==> src/hw/rtl/mdfe_pkg.sv <==
// ============================================================================
// mdfe_pkg - shared types and constants of the marker-delimited deframer
// Result beat layout, configuration register indexes and queue sizing.
// ============================================================================
package mdfe_pkg;

  // Default sizing handed to the top-level parameters
  localparam int BUF_LEN_DEF    = 32;
  localparam int MARKER_MAX_DEF = 4;

  // Result queue between the scan front and the output side
  localparam int QUEUE_DEPTH = 4;
  localparam int QPTR_W      = $clog2(QUEUE_DEPTH);
  localparam int QCNT_W      = $clog2(QUEUE_DEPTH + 1);

  // Configuration port
  localparam int CFG_IDX_W  = 8;
  localparam int CFG_DATA_W = 32;

  localparam logic [CFG_IDX_W-1:0] CFG_START_MARKER = 8'd0;
  localparam logic [CFG_IDX_W-1:0] CFG_START_LENGTH = 8'd1;
  localparam logic [CFG_IDX_W-1:0] CFG_END_MARKER   = 8'd2;
  localparam logic [CFG_IDX_W-1:0] CFG_END_LENGTH   = 8'd3;

  localparam logic [31:0] START_MARKER_RST = 32'd60;
  localparam logic [2:0]  START_LENGTH_RST = 3'd1;
  localparam logic [31:0] END_MARKER_RST   = 32'd62;
  localparam logic [2:0]  END_LENGTH_RST   = 3'd1;

  // Marker configuration as seen by the front
  typedef struct packed {
    logic [31:0] start_marker;
    logic [2:0]  start_length;
    logic [31:0] end_marker;
    logic [2:0]  end_length;
  } cfg_t;

  // One result beat
  typedef struct packed {
    logic [7:0] payload_byte;
    logic       last_of_frame;
    logic       empty_frame;
  } res_t;

  // Push request from the front into the result queue
  typedef struct packed {
    logic valid;
    res_t res;
  } push_t;

endpackage

==> src/hw/rtl/mdfe_queue.sv <==
// ============================================================================
// mdfe_queue - short result queue and output side
// Holds finished result beats and presents the oldest one on the out channel.
// ============================================================================
module mdfe_queue (
  input  logic                       clk,
  input  logic                       rst_n,
  input  mdfe_pkg::push_t            push,
  input  logic                       out_ready,
  output logic                       out_valid,
  output mdfe_pkg::res_t             head,
  output logic [mdfe_pkg::QCNT_W-1:0] count
);

  mdfe_pkg::res_t                    slot_r [mdfe_pkg::QUEUE_DEPTH];
  logic [mdfe_pkg::QPTR_W-1:0]       wp_r, wp_nxt;
  logic [mdfe_pkg::QPTR_W-1:0]       rp_r, rp_nxt;
  logic [mdfe_pkg::QCNT_W-1:0]       cnt_r, cnt_nxt;
  logic                              pop;

  assign out_valid = (cnt_r != '0);
  assign head      = slot_r[rp_r];
  assign count     = cnt_r;
  assign pop       = out_valid && out_ready;

  // Advance pointers and occupancy; the front only pushes when a slot is free
  always_comb begin
    wp_nxt  = push.valid ? wp_r + mdfe_pkg::QPTR_W'(1) : wp_r;
    rp_nxt  = pop ? rp_r + mdfe_pkg::QPTR_W'(1) : rp_r;
    cnt_nxt = cnt_r + mdfe_pkg::QCNT_W'(push.valid) - mdfe_pkg::QCNT_W'(pop);
  end

  always_ff @(posedge clk) begin
    if (!rst_n) begin
      wp_r  <= '0;
      rp_r  <= '0;
      cnt_r <= '0;
    end else begin
      wp_r  <= wp_nxt;
      rp_r  <= rp_nxt;
      cnt_r <= cnt_nxt;
    end
  end

  // Store pushed beats
  always_ff @(posedge clk) begin
    if (push.valid) begin
      slot_r[wp_r] <= push.res;
    end
  end

endmodule

==> src/hw/rtl/mdfe_front.sv <==
// ============================================================================
// mdfe_front - byte intake, line store, marker search and payload readout
// Appends each byte to the line store, rescans the store for the first start
// marker and the first end marker after it, and queues the enclosed bytes.
// ============================================================================
module mdfe_front #(
  parameter int BUF_LEN    = mdfe_pkg::BUF_LEN_DEF,
  parameter int MARKER_MAX = mdfe_pkg::MARKER_MAX_DEF
) (
  input  logic                        clk,
  input  logic                        rst_n,
  input  logic                        in_valid,
  output logic                        in_ready,
  input  logic [7:0]                  in_rx_byte,
  input  mdfe_pkg::cfg_t              cfg,
  input  logic [mdfe_pkg::QCNT_W-1:0] q_count,
  output mdfe_pkg::push_t             push
);

  localparam int IW    = $clog2(BUF_LEN);
  localparam int MLIM  = (MARKER_MAX < 4) ? MARKER_MAX : 4;
  localparam int WIN_W = 8 * MLIM;

  typedef enum logic [1:0] {ST_IDLE, ST_SCAN, ST_EMIT, ST_EMPTY} state_t;

  state_t             state_r, state_nxt;
  logic [IW-1:0]      fill_r, fill_nxt;
  logic [IW-1:0]      rp_r, rp_nxt;
  logic [IW-1:0]      pj_r, pj_nxt;
  logic               dv_r, dv_nxt;
  logic               find_end_r, find_end_nxt;
  logic [2:0]         cnt_r, cnt_nxt;
  logic [WIN_W-1:0]   win_r, win_nxt;
  logic [IW-1:0]      ps_r, ps_nxt;
  logic [IW-1:0]      e_r, e_nxt;

  logic [7:0]         store_mem [BUF_LEN];
  logic [7:0]         rd_data_r;
  logic               rd_en;
  logic               wr_en;
  logic [IW-1:0]      wr_idx;

  logic [2:0]         sl, el, cur_len, cnt_inc;
  logic [31:0]        cur_mk;
  logic [WIN_W-1:0]   win_sh;
  logic               hit;
  logic               last_byte;
  logic [IW-1:0]      e_calc;
  logic               credit;

  // Clamp a marker length to 1..MLIM
  function automatic logic [2:0] eff_len(input logic [2:0] len);
    logic [2:0] r;
    r = len;
    if (len == 3'd0) begin
      r = 3'd1;
    end else if (len > 3'(MLIM)) begin
      r = 3'(MLIM);
    end
    return r;
  endfunction

  // Compare the newest len window bytes against a marker, first byte lowest
  function automatic logic match_f(input logic [WIN_W-1:0] w, input logic [31:0] m,
                                   input logic [2:0] len);
    logic ok;
    int   pos;
    ok = 1'b1;
    for (int k = 0; k < MLIM; k++) begin
      pos = int'(len) - 1 - k;
      if (pos >= 0) begin
        if (w[8*pos +: 8] != m[8*k +: 8]) begin
          ok = 1'b0;
        end
      end
    end
    return ok;
  endfunction

  // Classify the byte returned by the store
  always_comb begin
    sl        = eff_len(cfg.start_length);
    el        = eff_len(cfg.end_length);
    cur_len   = find_end_r ? el : sl;
    cur_mk    = find_end_r ? cfg.end_marker : cfg.start_marker;
    win_sh    = WIN_W'({win_r, rd_data_r});
    cnt_inc   = (cnt_r == 3'(MLIM)) ? cnt_r : cnt_r + 3'd1;
    hit       = dv_r && (cnt_inc >= cur_len) && match_f(win_sh, cur_mk, cur_len);
    last_byte = (pj_r + IW'(1) == fill_r);
    e_calc    = pj_r + IW'(1) - IW'(cur_len);
    credit    = ({1'b0, q_count} + (mdfe_pkg::QCNT_W+1)'(dv_r))
                < (mdfe_pkg::QCNT_W+1)'(mdfe_pkg::QUEUE_DEPTH);
  end

  assign in_ready = (state_r == ST_IDLE);

  // Sequence intake, scan and readout
  always_comb begin
    state_nxt    = state_r;
    fill_nxt     = fill_r;
    rp_nxt       = rp_r;
    pj_nxt       = pj_r;
    dv_nxt       = 1'b0;
    find_end_nxt = find_end_r;
    cnt_nxt      = cnt_r;
    win_nxt      = win_r;
    ps_nxt       = ps_r;
    e_nxt        = e_r;
    rd_en        = 1'b0;
    wr_en        = 1'b0;
    wr_idx       = (fill_r >= IW'(BUF_LEN - 1)) ? '0 : fill_r;
    push         = '0;

    unique case (state_r)
      ST_IDLE: begin
        if (in_valid) begin
          wr_en        = 1'b1;
          fill_nxt     = wr_idx + IW'(1);
          rp_nxt       = '0;
          find_end_nxt = 1'b0;
          cnt_nxt      = '0;
          state_nxt    = ST_SCAN;
        end
      end

      ST_SCAN: begin
        if (dv_r) begin
          win_nxt = win_sh;
          cnt_nxt = cnt_inc;
        end
        // Issue the next store read
        if (rp_r < fill_r) begin
          rd_en  = 1'b1;
          pj_nxt = rp_r;
          rp_nxt = rp_r + IW'(1);
          dv_nxt = 1'b1;
        end
        if (hit && !find_end_r) begin
          // Start marker found: end search begins at the next byte
          find_end_nxt = 1'b1;
          cnt_nxt      = '0;
          ps_nxt       = pj_r + IW'(1);
          if (last_byte) begin
            state_nxt = ST_IDLE;
          end
        end else if (hit) begin
          // End marker found: drop read in flight, emit payload or empty beat
          e_nxt     = e_calc;
          dv_nxt    = 1'b0;
          rp_nxt    = ps_r;
          fill_nxt  = '0;
          state_nxt = (e_calc == ps_r) ? ST_EMPTY : ST_EMIT;
        end else if (dv_r && last_byte) begin
          state_nxt = ST_IDLE;
        end
      end

      ST_EMIT: begin
        push.valid             = dv_r;
        push.res.payload_byte  = rd_data_r;
        push.res.last_of_frame = (pj_r + IW'(1) == e_r);
        push.res.empty_frame   = 1'b0;
        if (rp_r == e_r) begin
          state_nxt = ST_IDLE;
        end else if (credit) begin
          rd_en  = 1'b1;
          pj_nxt = rp_r;
          rp_nxt = rp_r + IW'(1);
          dv_nxt = 1'b1;
        end
      end

      ST_EMPTY: begin
        if (q_count < mdfe_pkg::QCNT_W'(mdfe_pkg::QUEUE_DEPTH)) begin
          push.valid             = 1'b1;
          push.res.payload_byte  = '0;
          push.res.last_of_frame = 1'b1;
          push.res.empty_frame   = 1'b1;
          state_nxt              = ST_IDLE;
        end
      end

      default: begin
        state_nxt = ST_IDLE;
      end
    endcase
  end

  // Hold state and scan registers
  always_ff @(posedge clk) begin
    if (!rst_n) begin
      state_r    <= ST_IDLE;
      fill_r     <= '0;
      rp_r       <= '0;
      dv_r       <= 1'b0;
      find_end_r <= 1'b0;
      cnt_r      <= '0;
      ps_r       <= '0;
      e_r        <= '0;
    end else begin
      state_r    <= state_nxt;
      fill_r     <= fill_nxt;
      rp_r       <= rp_nxt;
      dv_r       <= dv_nxt;
      find_end_r <= find_end_nxt;
      cnt_r      <= cnt_nxt;
      ps_r       <= ps_nxt;
      e_r        <= e_nxt;
    end
  end

  // Registers without reset: read index and scan window
  always_ff @(posedge clk) begin
    pj_r  <= pj_nxt;
    win_r <= win_nxt;
  end

  // Line store: one write port, one registered read port
  always_ff @(posedge clk) begin
    if (wr_en) begin
      store_mem[wr_idx] <= in_rx_byte;
    end
    if (rd_en) begin
      rd_data_r <= store_mem[rp_r];
    end
  end

endmodule

==> src/hw/rtl/marker_delimited_frame_extractor_top.sv <==
// ============================================================================
// marker_delimited_frame_extractor_top - start/end marker deframer
// Bytes enter on the in_ channel, framed payload beats leave on the out_
// channel; marker registers are written through the cfg_ channel.
// ============================================================================
// Usage:
//   in_valid/in_ready move one received byte per beat. out_valid/out_ready
//   move one payload beat (byte, last-of-frame, empty-frame flags).
//   cfg_valid/cfg_ready write register cfg_index with cfg_data; cfg_ready is
//   always high. Write configuration only while no frame is in progress.
// Timing:
//   After a byte is accepted the front rescans the line store, one stored
//   byte per cycle through the store's registered read port. When the end
//   marker is found, payload bytes are read out one per cycle while the
//   result queue has room. Each payload beat passes the store read register
//   and a queue slot before it appears on out_. in_ready is low during the
//   rescan and until every beat of the frame is queued.
// Reset:
//   rst_n clears the line store fill, the result queue and returns the
//   markers to '<' and '>' with length 1. No clearing pass is needed.
// Stall:
//   A four-beat queue parts the front from out_; when it is full the readout
//   pauses and resumes without loss as the receiver takes beats.
// ============================================================================
module marker_delimited_frame_extractor_top #(
  parameter int BUF_LEN    = mdfe_pkg::BUF_LEN_DEF,
  parameter int MARKER_MAX = mdfe_pkg::MARKER_MAX_DEF
) (
  input  logic                            clk,
  input  logic                            rst_n,
  input  logic                            in_valid,
  output logic                            in_ready,
  input  logic [7:0]                      in_rx_byte,
  output logic                            out_valid,
  input  logic                            out_ready,
  output logic [7:0]                      out_payload_byte,
  output logic                            out_last_of_frame,
  output logic                            out_empty_frame,
  input  logic                            cfg_valid,
  output logic                            cfg_ready,
  input  logic [mdfe_pkg::CFG_IDX_W-1:0]  cfg_index,
  input  logic [mdfe_pkg::CFG_DATA_W-1:0] cfg_data
);

  mdfe_pkg::cfg_t                  cfg_r;
  mdfe_pkg::push_t                 push;
  mdfe_pkg::res_t                  head;
  logic [mdfe_pkg::QCNT_W-1:0]     q_count;

  assign cfg_ready = 1'b1;

  // Write marker registers
  always_ff @(posedge clk) begin
    if (!rst_n) begin
      cfg_r.start_marker <= mdfe_pkg::START_MARKER_RST;
      cfg_r.start_length <= mdfe_pkg::START_LENGTH_RST;
      cfg_r.end_marker   <= mdfe_pkg::END_MARKER_RST;
      cfg_r.end_length   <= mdfe_pkg::END_LENGTH_RST;
    end else if (cfg_valid && cfg_ready) begin
      unique case (cfg_index)
        mdfe_pkg::CFG_START_MARKER: cfg_r.start_marker <= cfg_data[31:0];
        mdfe_pkg::CFG_START_LENGTH: cfg_r.start_length <= cfg_data[2:0];
        mdfe_pkg::CFG_END_MARKER:   cfg_r.end_marker   <= cfg_data[31:0];
        mdfe_pkg::CFG_END_LENGTH:   cfg_r.end_length   <= cfg_data[2:0];
        default: begin
        end
      endcase
    end
  end

  mdfe_front #(
    .BUF_LEN    (BUF_LEN),
    .MARKER_MAX (MARKER_MAX)
  ) u_front (
    .clk        (clk),
    .rst_n      (rst_n),
    .in_valid   (in_valid),
    .in_ready   (in_ready),
    .in_rx_byte (in_rx_byte),
    .cfg        (cfg_r),
    .q_count    (q_count),
    .push       (push)
  );

  mdfe_queue u_queue (
    .clk       (clk),
    .rst_n     (rst_n),
    .push      (push),
    .out_ready (out_ready),
    .out_valid (out_valid),
    .head      (head),
    .count     (q_count)
  );

  assign out_payload_byte  = head.payload_byte;
  assign out_last_of_frame = head.last_of_frame;
  assign out_empty_frame   = head.empty_frame;

endmodule
==> config.mk <==
export PLATFORM = sky130hd
export DESIGN_NAME = marker_delimited_frame_extractor_top
export DESIGN_NICKNAME = d
export VERILOG_FILES = /design/src/hw/rtl/mdfe_pkg.sv /design/src/hw/rtl/mdfe_queue.sv /design/src/hw/rtl/mdfe_front.sv /design/src/hw/rtl/marker_delimited_frame_extractor_top.sv
export SDC_FILE = /design/constraint.sdc
export NUM_CORES = 1
export LEC_CHECK = 0
export BUFFER_PORTS_ARGS = -buffer_cell sky130_fd_sc_hd__buf_4
export CORE_UTILIZATION = 35
export CTS_BUF_LIST = sky130_fd_sc_hd__clkbuf_8
export DETAILED_ROUTE_END_ITERATION = 6
export SETUP_SLACK_MARGIN = 0.1
export SYNTH_ARGS = -nofsm -noshare
export SYNTH_HDL_FRONTEND = slang
export SYNTH_SLANG_ARGS = --single-unit
==> constraint.sdc <==
create_clock -name clk -period 7.13 [get_ports clk]
set_clock_uncertainty 0.1 [all_clocks]
set_input_delay 0.713 -clock clk [delete_from_list [all_inputs] [get_ports clk]]
set_output_delay 0.713 -clock clk [all_outputs]
set_load 0.01 [all_outputs]
==> results.yml <==
die:
  rows: 87
  die-area_mm2: 0.0582
  start_util: 0.354
  coreArea_mm2: 0.0565
  num_io_pins: 66
  die_y_um: 241
  die_width_um: 241
yosys:
  synth_area_mm2: 0.0200
  ys_seq_area_frac: 0.605
  synth_top_area_share: 0.499
  ys.flop_type: "edfxtp_1"
  post-synth-top-count-cell: "edfxtp_1"
  synth-seq-cells: 439
  syn-instance-count: 1468
  avgSynthCellArea_um2: 13.6
  synthDistinctLibCells: 71
  async_flop_share: 0
  synth_top_area_cell: "edfxtp_1"
  synth.top_cells.by_area: "edfxtp_1 (50%), dfxtp_1 (11%), mux4_2 (10%), mux2i_1 (4.1%), nand2_1 (3.8%)"
  synth_nets: 1557
  synth_edf_count: 333
  yosysWarnings: 0
  synth_commonest_cells: "edfxtp_1 (333), nand2_1 (202), dfxtp_1 (106)"
route:
  num_vias: 12500
  drt-total-wl_um: 48500
  dr.pass1.iters: 5
  drtIter0Drc: 823
  post-route-drc-count: 0
  wire_per_inst_um: 20.7
  drtAntennaViolNets: 0
  viasPerCell: 5.31
power:
  p_comb_frac: 0.091
  max-vdd-ir-drop_v: 0.000172
  internal_power_mw: 4.09
  power.share.switching: 0.254
  powerDensity_mw_per_mm2: 243
  pwr-share-seq: 0.520
  power_switching_mw: 1.39
  clkPwrFrac: 0.389
  p_leak_nw: 7.31
worst_setup_path:
  worstPathMaxFanout: 31
  worstPathRequired_ns: 7.54
  worstSetupPathType: "reg2reg"
  arrival_ns: 6.47
  end_kind: "register"
  start_kind: "register"
clock_network:
  postCtsSetupBuffers: 0
  cts_sinks: 439
  clockBufferDepth: 3
  ctsRootBufferMaster: "clkbuf_8"
  cts-buffers-inserted: 73
  cts_tree: "built"
  htree_levels: 3
  cts_hold_buf: 0
  path_clk_slew_ns: 0.06
  clock_latency_ns: 0.67
  post_cts_resized: 0
placement:
  port_buffers: 64
  dp_hpwl_um: 31100
  placed_area_mm2: 0.0212
  globalplace.congestion: 0.863
sta:
  slew_viol_final: 0
  fin_crit_sh: 0.849
  fin_setup_tns_ns: 0
  slew_headroom: 0.279
  finalSetupViolCount: 0
  rsz0062_at_grt: "no"
  tightestPinTransition_ns: 1.08
  min_period_ns: 6.06
  hold_violations: 0
  fmax_mhz: 165
global_route:
  grt_max_degree: 70
  grt_use_total: 0.169
  grt_pass1_vias: 12300
  grt_pass1_wl_um: 73800
  antenna_found_initial: 0
  gr-total-overflow: 0
finish:
  syn_to_final_growth_pct: 12.8
  fin_nets: 1629
  drive_gt1_frac: 0.207
  num_antenna_cells: 0
  postLayoutCellArea_mm2: 0.0226
worst_hold_path:
  hold_path_class: "in2reg"
flow_run:
  maxCapViolations: 0
run_status:
  status: "completed"
-- final timing paths --
path	start	slack, ns	cells after the start	endpoint
worst min register to register	cfg_r[65]	0.35	2	cfg_r[65]
worst max register to register	u_front.find_end_r	1.07	17	u_front.state_r[1]
worst min-delay path	cfg_data[3]	0.19	3	cfg_r[41]
worst max-delay path	u_front.find_end_r	1.07	17	u_front.state_r[1]
-- power by group through the flow --
stage / Clock (mW) / Combinational, mW / Sequential, mW
final: 2.13 / 0.502 / 2.85
after global routing: 2.29 / 0.550 / 2.86
after CTS: 2.19 / 0.502 / 2.85
after detailed placement: 0 / 0.499 / 2.91
after global placement: 0 / 0.488 / 2.91
after floorplan: 0 / 0.347 / 2.87
-- cells in the final DEF (no fill, tap or decap), drive strengths merged, types with 25 or more instances in the layout --
cell type	synthesis	final
clkbuf	57	77
mux2	36	36
ha	34	34
inv	29	56
a21oi	82	82
nand2	202	202
edfxtp	333	333
dfxtp	106	106
buf	24	78
mux4	92	92
nor2	76	76
nand3	61	61
xnor2	25	25
mux2i	86	86
-- sequential cells by signal, indices dropped and copies added, names as in the netlist, 3 cells and up, named ones only --
name               count
u_front.pj_r           5
u_front.ps_r           5
u_front.store_mem    256
u_front.rd_data_r      8
u_front.win_r         24
u_queue.slot_r        40
cfg_r                 70
u_front.fill_r         5
u_queue.count          3
u_front.e_r            5
u_front.cnt_r          3
u_front.rp_r           5
-- logic make-up after synthesis --
group / after synthesis / synth area share
XOR/XNOR: 50 / 0.0226
other: 1 / 0.000187
AND/OR/NAND/NOR: 433 / 0.0995
adder cells (fa/ha/maj): 36 / 0.0232
AO/OA/AOI/OAI: 184 / 0.0577
buffers and inverters: 111 / 0.0232
flip-flops: 439 / 0.605
multiplexers: 214 / 0.168
-- worst max-delay path: stages, from the launching register on --
cell,delay (ns)
dfxtp_2,0.51
buf_4,0.49
nor2_1,0.10
a22oi_1,0.49
ha_1,0.20
buf_4,0.30
inv_1,0.15
ha_1,0.32
and3b_1,0.54
nand2_1,0.14
mux2_1,0.34
nand4_1,0.11
nand4_1,0.08
or4_1,0.58
a211oi_2,0.34
nand4_1,0.56
a31oi_1,0.42
o32ai_1,0.11
-- per-layer routing --
| layer | part of all wire | wire [um] | vias up | track usage |
|---|---|---|---|---|
| met2 | 0.48 | 23200 | 381 | 0.267 |
| met3 | 0.056 | 2710 | 96 | 0.0347 |
| li1 | - | - | 5706 | - |
| met1 | 0.44 | 21300 | 6270 | 0.230 |
| met4 | 0.027 | 1330 | 0 | 0.0606 |
| met5 | 0 | 0 | - | 0 |
-- area by class of cell --
class,instances,area (um^2)
tap,756,946
fill,5234,33900
inverter,30,113
clock buffer,77,1060
sequential,439,12100
multi-input combinational,918,7450
timing repair buffer,78,586
clock inverter,49,318
-- stage by stage --
step                      setup WS, ns   util  std cells  total power [mW]  hold WS, ns
after global placement            1.28  0.376       2221              3.39        0.337
final                             1.07  0.400       2347              5.49        0.188
after floorplan                   1.02      -       1468              3.22        0.329
after global routing             0.742  0.400       2347              5.70        0.155
after detailed placement          1.12  0.376       2221              3.41        0.344
after CTS                         1.12  0.400       2347              5.54        0.137
No activity file was read; power rests on OpenSTA's default activity.
